==> config.mk <==
export PLATFORM = sky130hd
export DESIGN_NAME = integer_to_radix_digits_core
export DESIGN_NICKNAME = d
export VERILOG_FILES = /design/src/hdl/itrd_pkg.sv /design/src/hdl/itrd_div.sv /design/src/hdl/itrd_dpath.sv /design/src/hdl/itrd_ctrl.sv /design/src/hdl/integer_to_radix_digits_core.sv
export SDC_FILE = /design/constraint.sdc
export NUM_CORES = 1
export LEC_CHECK = 0
export BUFFER_PORTS_ARGS = -buffer_cell sky130_fd_sc_hd__buf_4
export CORE_ASPECT_RATIO = 0.6
export CORE_MARGIN = 8
export CORE_UTILIZATION = 55
export DETAILED_ROUTE_END_ITERATION = 16
export PLACE_DENSITY = 0.72
export SLEW_MARGIN = 10
export SYNTH_ARGS = -nofsm -noshare
export SYNTH_HDL_FRONTEND = slang
export SYNTH_SLANG_ARGS = --single-unit
==> constraint.sdc <==
create_clock -name clk -period 9 [get_ports clk]
set_input_delay 0.9 -clock clk [delete_from_list [all_inputs] [get_ports clk]]
set_output_delay 0.9 -clock clk [all_outputs]
set_load 0.05 [all_outputs]
==> src/hdl/itrd_pkg.sv <==
// ---------------------------------------------------------------------------
// itrd_pkg
// Shared types, constants and helpers of the integer to radix text converter.
// ---------------------------------------------------------------------------
package itrd_pkg;

  // Field widths.
  localparam int RADIX_W = 6;
  localparam int DIGIT_W = 6;
  localparam int CHAR_W  = 7;

  // Radix limits and reset value.
  localparam logic [RADIX_W-1:0] RADIX_MIN   = 6'd2;
  localparam logic [RADIX_W-1:0] RADIX_MAX   = 6'd36;
  localparam logic [RADIX_W-1:0] RADIX_RESET = 6'd10;

  // Character codes.
  localparam logic [CHAR_W-1:0] CHAR_MINUS      = 7'h2D;
  localparam logic [CHAR_W-1:0] CHAR_ZERO       = 7'h30;
  localparam logic [CHAR_W-1:0] CHAR_NINE       = 7'h39;
  localparam logic [CHAR_W-1:0] CHAR_LETTER_OFS = 7'h37;
  localparam logic [CHAR_W-1:0] CHAR_UPPER_A    = 7'h41;
  localparam logic [CHAR_W-1:0] CHAR_UPPER_Z    = 7'h5A;
  localparam logic [DIGIT_W-1:0] DIGIT_DEC_MAX  = 6'd9;

  // Commands from the controller to the datapath.
  typedef struct packed {
    logic load;        // capture the input value and the radix
    logic div_start;   // start one division of the magnitude
    logic push;        // store the remainder, take the quotient
    logic emit_sign;   // load '-' into the output register
    logic rd;          // read the top of the digit stack
    logic emit_digit;  // load the read digit into the output register
  } ctrl_cmd_t;

  // Status from the datapath to the controller.
  typedef struct packed {
    logic div_done;
    logic mag_zero;
    logic count_full;
    logic count_zero;
    logic negative;
    logic out_free;
  } dp_status_t;

  // Digit value to its ASCII character.
  function automatic logic [CHAR_W-1:0] digit_char(input logic [DIGIT_W-1:0] d);
    logic [CHAR_W-1:0] ext;
    ext = {1'b0, d};
    if (d > DIGIT_DEC_MAX) begin
      return ext + CHAR_LETTER_OFS;
    end
    return ext + CHAR_ZERO;
  endfunction

endpackage

==> src/hdl/itrd_div.sv <==
// ---------------------------------------------------------------------------
// itrd_div
// Restoring divider that divides the magnitude by the radix, one quotient
// bit per cycle.
// ---------------------------------------------------------------------------
module itrd_div #(
  parameter int VALUE_WIDTH = 32
) (
  input  logic                              clk,
  input  logic                              rst,
  input  logic                              start,
  input  logic [VALUE_WIDTH-1:0]            dividend,
  input  logic [itrd_pkg::RADIX_W-1:0]      divisor,
  output logic                              done,
  output logic [VALUE_WIDTH-1:0]            quotient,
  output logic [itrd_pkg::DIGIT_W-1:0]      remainder
);

  localparam int CNT_W = $clog2(VALUE_WIDTH + 1);

  logic                           busy;
  logic [CNT_W-1:0]               cnt;
  logic [itrd_pkg::DIGIT_W:0]     trial;
  logic [itrd_pkg::DIGIT_W:0]     div_ext;
  logic                           fits;

  // Shift the next dividend bit into the partial remainder and compare.
  assign trial   = {remainder, quotient[VALUE_WIDTH-1]};
  assign div_ext = {1'b0, divisor};
  assign fits    = (trial >= div_ext);

  // Control: bit counter, busy flag and done pulse.
  always_ff @(posedge clk) begin
    if (rst) begin
      busy <= 1'b0;
      done <= 1'b0;
      cnt  <= '0;
    end else begin
      done <= 1'b0;
      if (start) begin
        busy <= 1'b1;
        cnt  <= CNT_W'(VALUE_WIDTH);
      end else if (busy) begin
        cnt <= cnt - 1'b1;
        if (cnt == CNT_W'(1)) begin
          busy <= 1'b0;
          done <= 1'b1;
        end
      end
    end
  end

  // Datapath: partial remainder and quotient shift register.
  always_ff @(posedge clk) begin
    if (start) begin
      quotient  <= dividend;
      remainder <= '0;
    end else if (busy) begin
      quotient <= {quotient[VALUE_WIDTH-2:0], fits};
      if (fits) begin
        remainder <= itrd_pkg::DIGIT_W'(trial - div_ext);
      end else begin
        remainder <= trial[itrd_pkg::DIGIT_W-1:0];
      end
    end
  end

endmodule

==> src/hdl/itrd_dpath.sv <==
// ---------------------------------------------------------------------------
// itrd_dpath
// Datapath: radix register, magnitude, digit stack, divider and the output
// register.
// ---------------------------------------------------------------------------
module itrd_dpath #(
  parameter int VALUE_WIDTH = 32,
  parameter int MAX_DIGITS  = 32
) (
  input  logic                              clk,
  input  logic                              rst,
  input  logic                              cfg_write_en,
  input  logic [itrd_pkg::RADIX_W-1:0]      cfg_write_data,
  input  logic [VALUE_WIDTH-1:0]            value,
  input  itrd_pkg::ctrl_cmd_t               cmd,
  output itrd_pkg::dp_status_t              status,
  output logic                              out_valid,
  input  logic                              out_ready,
  output logic [itrd_pkg::CHAR_W-1:0]       char_code,
  output logic                              last
);

  localparam int CNT_W = $clog2(MAX_DIGITS + 1);
  localparam int IDX_W = $clog2(MAX_DIGITS);

  logic [itrd_pkg::RADIX_W-1:0]   radix;
  logic [itrd_pkg::RADIX_W-1:0]   radix_use;
  logic [VALUE_WIDTH-1:0]         magnitude;
  logic                           negative;
  logic [CNT_W-1:0]               digit_count;
  logic [itrd_pkg::DIGIT_W-1:0]   digit_stack [MAX_DIGITS];
  logic [itrd_pkg::DIGIT_W-1:0]   rd_digit;
  logic [CNT_W-1:0]               count_dec;
  logic                           div_done;
  logic [VALUE_WIDTH-1:0]         quotient;
  logic [itrd_pkg::DIGIT_W-1:0]   remainder;

  assign count_dec = digit_count - 1'b1;

  // Radix register, written by the configuration port.
  always_ff @(posedge clk) begin
    if (rst) begin
      radix <= itrd_pkg::RADIX_RESET;
    end else if (cfg_write_en) begin
      radix <= cfg_write_data;
    end
  end

  // Working magnitude, sign and the clamped radix of the current request.
  always_ff @(posedge clk) begin
    if (rst) begin
      magnitude   <= '0;
      negative    <= 1'b0;
      digit_count <= '0;
      radix_use   <= itrd_pkg::RADIX_RESET;
    end else if (cmd.load) begin
      negative    <= value[VALUE_WIDTH-1];
      magnitude   <= value[VALUE_WIDTH-1] ? (~value + 1'b1) : value;
      digit_count <= '0;
      if (radix < itrd_pkg::RADIX_MIN) begin
        radix_use <= itrd_pkg::RADIX_MIN;
      end else if (radix > itrd_pkg::RADIX_MAX) begin
        radix_use <= itrd_pkg::RADIX_MAX;
      end else begin
        radix_use <= radix;
      end
    end else if (cmd.push) begin
      magnitude   <= quotient;
      digit_count <= digit_count + 1'b1;
    end else if (cmd.rd) begin
      digit_count <= count_dec;
    end
  end

  // Digit stack: push at the count, pop from the top with a registered read.
  always_ff @(posedge clk) begin
    if (cmd.push) begin
      digit_stack[digit_count[IDX_W-1:0]] <= remainder;
    end
    if (cmd.rd) begin
      rd_digit <= digit_stack[count_dec[IDX_W-1:0]];
    end
  end

  // Output register.
  always_ff @(posedge clk) begin
    if (rst) begin
      out_valid <= 1'b0;
    end else if (cmd.emit_sign || cmd.emit_digit) begin
      out_valid <= 1'b1;
    end else if (out_ready) begin
      out_valid <= 1'b0;
    end
  end

  always_ff @(posedge clk) begin
    if (cmd.emit_sign) begin
      char_code <= itrd_pkg::CHAR_MINUS;
      last      <= 1'b0;
    end else if (cmd.emit_digit) begin
      char_code <= itrd_pkg::digit_char(rd_digit);
      last      <= (digit_count == '0);
    end
  end

  itrd_div #(
    .VALUE_WIDTH (VALUE_WIDTH)
  ) u_div (
    .clk       (clk),
    .rst       (rst),
    .start     (cmd.div_start),
    .dividend  (magnitude),
    .divisor   (radix_use),
    .done      (div_done),
    .quotient  (quotient),
    .remainder (remainder)
  );

  // Status toward the controller.
  always_comb begin
    status.div_done   = div_done;
    status.mag_zero   = (magnitude == '0);
    status.count_full = (digit_count == CNT_W'(MAX_DIGITS));
    status.count_zero = (digit_count == '0);
    status.negative   = negative;
    status.out_free   = !out_valid || out_ready;
  end

endmodule

==> src/hdl/itrd_ctrl.sv <==
// ---------------------------------------------------------------------------
// itrd_ctrl
// Controller: sequences the division loop, the sign and the digit pops.
// ---------------------------------------------------------------------------
module itrd_ctrl (
  input  logic                   clk,
  input  logic                   rst,
  input  logic                   in_valid,
  output logic                   in_ready,
  input  itrd_pkg::dp_status_t   status,
  output itrd_pkg::ctrl_cmd_t    cmd
);

  localparam logic [2:0] ST_IDLE      = 3'd0;
  localparam logic [2:0] ST_DIV_START = 3'd1;
  localparam logic [2:0] ST_DIV_WAIT  = 3'd2;
  localparam logic [2:0] ST_CHECK     = 3'd3;
  localparam logic [2:0] ST_SIGN      = 3'd4;
  localparam logic [2:0] ST_RD        = 3'd5;
  localparam logic [2:0] ST_LOAD      = 3'd6;

  logic [2:0] state;
  logic [2:0] state_next;

  assign in_ready = (state == ST_IDLE);

  // State register.
  always_ff @(posedge clk) begin
    if (rst) begin
      state <= ST_IDLE;
    end else begin
      state <= state_next;
    end
  end

  // Next state and commands.
  always_comb begin
    state_next = state;
    cmd        = '0;
    unique case (state)
      ST_IDLE: begin
        if (in_valid) begin
          cmd.load   = 1'b1;
          state_next = ST_DIV_START;
        end
      end
      ST_DIV_START: begin
        cmd.div_start = 1'b1;
        state_next    = ST_DIV_WAIT;
      end
      ST_DIV_WAIT: begin
        if (status.div_done) begin
          cmd.push   = 1'b1;
          state_next = ST_CHECK;
        end
      end
      ST_CHECK: begin
        if (!status.mag_zero && !status.count_full) begin
          state_next = ST_DIV_START;
        end else if (status.negative) begin
          state_next = ST_SIGN;
        end else begin
          state_next = ST_RD;
        end
      end
      ST_SIGN: begin
        if (status.out_free) begin
          cmd.emit_sign = 1'b1;
          state_next    = ST_RD;
        end
      end
      ST_RD: begin
        cmd.rd     = 1'b1;
        state_next = ST_LOAD;
      end
      ST_LOAD: begin
        if (status.out_free) begin
          cmd.emit_digit = 1'b1;
          state_next     = status.count_zero ? ST_IDLE : ST_RD;
        end
      end
      default: begin
        state_next = ST_IDLE;
      end
    endcase
  end

endmodule

==> src/hdl/integer_to_radix_digits_core.sv <==
// ---------------------------------------------------------------------------
// integer_to_radix_digits_core
// Converts a signed integer to ASCII text in a configurable radix, most
// significant character first, with the final character flagged.
// ---------------------------------------------------------------------------
//
//   Channel  Handshake              Payload
//   -------  ---------------------  ------------------------------------
//   input    in_valid / in_ready    value (VALUE_WIDTH, signed)
//   output   out_valid / out_ready  char_code (7), last (1)
//   config   cfg_write_en           cfg_write_data (6) = radix
//
// One request at a time. Each digit takes one pass of the bit-serial divider;
// once all digits are divided, the sign (if negative) and then each digit
// follow, every digit read from the digit stack and then loaded into the
// output register.
// A new request is taken once the last character is in the output register.
// Reset is synchronous; the radix returns to 10. A stalled output holds the
// controller in place; the divider and stack are not affected.
// ---------------------------------------------------------------------------
module integer_to_radix_digits_core #(
  parameter int VALUE_WIDTH = 32,
  parameter int MAX_DIGITS  = 32
) (
  input  logic                          clk,
  input  logic                          rst,
  input  logic                          cfg_write_en,
  input  logic [itrd_pkg::RADIX_W-1:0]  cfg_write_data,
  input  logic                          in_valid,
  output logic                          in_ready,
  input  logic signed [VALUE_WIDTH-1:0] value,
  output logic                          out_valid,
  input  logic                          out_ready,
  output logic [itrd_pkg::CHAR_W-1:0]   char_code,
  output logic                          last
);

  itrd_pkg::ctrl_cmd_t  cmd;
  itrd_pkg::dp_status_t status;

  // Sequencer.
  itrd_ctrl u_ctrl (
    .clk      (clk),
    .rst      (rst),
    .in_valid (in_valid),
    .in_ready (in_ready),
    .status   (status),
    .cmd      (cmd)
  );

  // Conversion datapath.
  itrd_dpath #(
    .VALUE_WIDTH (VALUE_WIDTH),
    .MAX_DIGITS  (MAX_DIGITS)
  ) u_dpath (
    .clk            (clk),
    .rst            (rst),
    .cfg_write_en   (cfg_write_en),
    .cfg_write_data (cfg_write_data),
    .value          (value),
    .cmd            (cmd),
    .status         (status),
    .out_valid      (out_valid),
    .out_ready      (out_ready),
    .char_code      (char_code),
    .last           (last)
  );

endmodule

==> impl_table.tex <==
\begin{tabular}{lr}
\hline
Metric & Value \\
\hline
\multicolumn{2}{l}{\textbf{Finish}} \\
Top library cells by usage in the layout, fill and taps aside & edfxtp\_1 (230), nand2\_1 (190), nor2\_1 (82), dfxtp\_1 (76), buf\_4 (66) \\
Most common cell after layout, fill and taps aside & edfxtp\_1 \\
Total number of nets in the final design & about 1200 \\
Final Instance Count excl. Fillers & 1483 \\
Area growth from synthesis to final layout & 12.0\% \\
Antenna cells & 0 \\
Fillers & around 1900 \\
Layout cell share with drive strength beyond 1 & between 10\% and 20\% \\
Final Instance Area & 15500 µm² \\
\multicolumn{2}{l}{\textbf{Worst setup path}} \\
Startpoint of the most critical setup path & u\_dpath.digit\_count[0]\$\_SDFFE\_PP0P\_ \\
Required arrival time at the worst endpoint & a little over 9 ns \\
Destination of the worst register-to-register timing path & u\_dpath.rd\_digit[3]\$\_DFFE\_PP\_ \\
Origin of the critical flop-to-flop path & u\_dpath.digit\_count[0]\$\_SDFFE\_PP0P\_ \\
CP arrival & slightly above 4 ns \\
CP Max Fanout & between 50 and 60 \\
Kind of end point of the critical path & flip-flop \\
Type of the setup path with the least slack & reg2reg \\
Capturing instance or port of the critical path & u\_dpath.rd\_digit[3]\$\_DFFE\_PP\_ \\
Worst setup SP type & flip-flop \\
Worst reg-to-reg path cell count & 7 \\
Register-to-register setup slack & around 5.2 ns \\
\multicolumn{2}{l}{\textbf{Timing}} \\
Setup skew after layout & 0.0161 ns \\
Tcrit/Tclk final & between 40\% and 50\% \\
Max-slew violation count & 0 \\
Rel. slew slack & a little over a quarter \\
Measured slew at the worst slew-check pin & $\sim$1.1 ns \\
Setup repair after global routing missed its margin & no \\
Time the final worst path needs with I/O delays and setup & $\sim$3.8 ns \\
Minimum setup slack in the final design & $\sim$5.2 ns \\
Setup violations, final & 0 \\
Fmax achieved & 265 MHz \\
Final worst hold slack & between 0.4 and 0.5 ns \\
Number of failing hold endpoints at the final stage & 0 \\
Final TNS setup & 0 ns \\
\multicolumn{2}{l}{\textbf{Power and ir drop}} \\
Max rail drop VDD & 0.000165 V \\
Total power per unit cell area & about 230 nW/µm² \\
Leakage & around 5.4 nW \\
\multicolumn{2}{l}{\textbf{Floorplan}} \\
Area of the die & 30700 µm² \\
Number of placement rows & 45 \\
Die outline width & approximately 220 µm \\
Initial Utilization & around 55\% \\
Core outline area & 25000 µm² \\
Vertical die dimension & approximately 140 µm \\
Total I/O pin count & between 50 and 60 \\
\multicolumn{2}{l}{\textbf{Synthesis}} \\
Synth Area in Compound Gates & 8.67\% \\
Synthesized flop and latch total & a little over 300 \\
Post-Synthesis Net Count & approximately 1200 \\
Proportion of synthesized area in mux cells & 10.5\% \\
Top cells by area in the synthesized netlist & edfxtp\_1 (50\%), dfxtp\_1 (11\%), mux4\_2 (7.8\%) \\
Parity-gate share of the synthesized area counting xor and xnor cells & about 2.2\% \\
Unique cell type count in the Yosys netlist & 75 \\
Fraction of the mapped netlist area in simple logic gates & 13.4\% \\
Dominant combinational cell family by area after synthesis & simple AND/OR/NAND/NOR gates \\
Cell taking the most area after synthesis & edfxtp\_1 \\
Number of enable flip-flop cells after synthesis & 230 \\
Share of the synthesized area in the top cell type & between 40\% and 50\% \\
Post-Synthesis Mean Instance Area & $\sim$13 µm² \\
Share of the yosys chip area belonging to registers & 61.0\% \\
Async SR Flop Fraction & 0\% \\
Post-synthesis share of cell area spent on full adders, half adders and majority gates & 1.68\% \\
Number of warnings issued by yosys & 0 \\
Most used DFF post-synth & edfxtp\_1 \\
Cells after synthesis & around 1100 \\
Netlist Area Pre-Place & between 10000 and 15000 µm² \\
\multicolumn{2}{l}{\textbf{Clock network}} \\
TritonCTS clock tree & done \\
Clock root buffer & clkbuf\_16 \\
Clock latency on the worst-skew pair & 0.56 ns \\
Register clock-pin slew on the reported worst setup and hold paths & approximately 0.07 ns \\
Hold buffer count at cts & 0 \\
Number of resized instances in the post-cts repair step & 0 \\
H-tree depth reported by CTS & 1 \\
Number of buffers inserted to repair setup after CTS & 0 \\
Buffer levels on the longest clock path & 3 \\
Cts bufs inserted & 28 \\
Sinks on the clock net & approximately 300 \\
\multicolumn{2}{l}{\textbf{Global route}} \\
First-pass GRT wire length & just over 50 mm \\
Vias in the first global route & around 8600 \\
Largest net degree at the start of global routing & 60 \\
GRT Util Overall & between 20\% and 30\% \\
Congestion Overflow GR & 0 \\
Antenna violations before repair & 0 \\
\multicolumn{2}{l}{\textbf{Place}} \\
Routability Congestion & approximately 0.87 \\
Placement-stage worst setup slack & between 5 and 6 ns \\
Count of port buffers added during placement & 52 \\
HPWL Detailed & $\sim$22 mm \\
Cell Area, Placed & roughly 15000 µm² \\
DP Cell Count & about 1400 \\
\multicolumn{2}{l}{\textbf{Detailed routing}} \\
Wirelength, routed & around 33 mm \\
Average routed wire per standard cell & between 20 and 25 µm \\
DRC viols & 0 \\
Total iterations of the first detailed-routing run & 5 \\
Via count normalized by instance count & between 6 and 7 \\
Via count & between 9000 and 10000 \\
Remaining antenna violation count & 0 \\
DRC violation total after the first TritonRoute iteration & around 1000 \\
\multicolumn{2}{l}{\textbf{Worst hold path}} \\
Classification of the worst-slack hold path & reg2reg \\
\multicolumn{2}{l}{\textbf{Outcome}} \\
Result of the run & finished, final reports clean \\
\multicolumn{2}{l}{\textbf{Flow run}} \\
Max capacitance violation total & 0 \\
\hline
\end{tabular}
-- routing by layer --
layer / up-vias / track usage (%) / wire (µm)
met1: 4647 / 35.1 / 16000
met3: 40 / 3.91 / 3180
met5: - / 0 / 0
met2: 424 / 28.2 / 13400
met4: 0 / 3.60 / 481
li1: 4200 / - / -
-- worst max-delay path, stage by stage, from the launching register on --
cell,delay [ns]
dfxtp_4,1.05
inv_1,0.26
ha_2,0.76
buf_4,0.48
mux4_2,0.37
mux2i_1,0.15
o22ai_1,0.12
a211o_1,0.30
-- synth_stat cells (all sizes together) (4+ instances only) --
library cell,count
nand3,15
ha,17
a21oi,34
mux2i,29
nand2,190
a211oi,6
xnor2,19
a31oi,12
or3,13
a311oi,11
nand3b,6
buf,19
nand2b,17
mux4,48
o31ai,8
or4,6
nand4,7
a211o,11
inv,23
nor2,83
nor2b,9
nor4,15
edfxtp,230
o21ai,22
nor3,22
and3,7
o41ai,5
o21a,4
o22ai,21
mux2,7
xor2,16
clkbuf,47
dfxtp,77
-- area by class of cell --
type	count	area [µm²]	area share, %
Tap cell	329	412	2.65
Timing Repair Buffer	66	495	3.19
Sequential cell	307	8450	54.5
Inverter	23	86.3	0.556
Multi-Input combinational cell	706	5090	32.8
Clock buffer	34	776	5.00
Clock inverter	18	206	1.33
-- report_power, final --
group	switching, mW	internal (mW)	leakage (nW)
clock	0.535	0.733	0.486
combinational	0.339	0.145	2.22
sequential	0.0450	1.70	2.74
-- registers in the layout (all words and copies together) (netlist names), 3 cells and up --
| register | flops |
|---|---|
| u_dpath.u_div.quotient | 32 |
| u_dpath.u_div.remainder | 6 |
| u_dpath.magnitude | 32 |
| u_dpath.radix | 6 |
| u_ctrl.state | 3 |
| u_dpath.digit_stack | 192 |
| u_dpath.radix_use | 6 |
| u_dpath.u_div.cnt | 6 |
| u_dpath.digit_count | 6 |
| u_dpath.rd_digit | 6 |
| u_dpath.char_code | 7 |
-- how the worst min path moves through the flow --
stage	end	slack (ns)	from	depth (start not counted)
after floorplan	u_ctrl.state[0]$_SDFFE_PP0P_	0.43	u_dpath.negative$_SDFFE_PP0P_	1
after global placement	u_dpath.radix_use[5]$_SDFFE_PP0P_	0.45	u_dpath.radix_use[5]$_SDFFE_PP0P_	2
after detailed placement	u_ctrl.state[0]$_SDFFE_PP0P_	0.45	u_dpath.negative$_SDFFE_PP0P_	1
after CTS	u_dpath.radix_use[3]$_SDFFE_PP1P_	0.47	u_dpath.radix_use[3]$_SDFFE_PP1P_	1
after global routing	u_dpath.radix_use[5]$_SDFFE_PP0P_	0.48	u_dpath.radix_use[5]$_SDFFE_PP0P_	2
final	u_dpath.radix_use[3]$_SDFFE_PP1P_	0.46	u_dpath.radix_use[3]$_SDFFE_PP1P_	1
-- logic make-up after synthesis --
| kind of cell | after synthesis |
|---|---|
| XOR/XNOR | 35 |
| adder cells (fa/ha/maj) | 18 |
| flip-flops | 307 |
| buffers and inverters | 89 |
| AND/OR/NAND/NOR | 403 |
| AO/OA/AOI/OAI | 166 |
| multiplexers | 84 |
-- per-stage QoR --
step	utilization (%)	power, mW
after global routing	62.1	3.62
after CTS	62.1	3.51
after floorplan	-	2.05
after detailed placement	58.1	2.25
after global placement	58.1	2.23
final	62.1	3.50
Note: power is estimated with default switching activity, not from simulation.
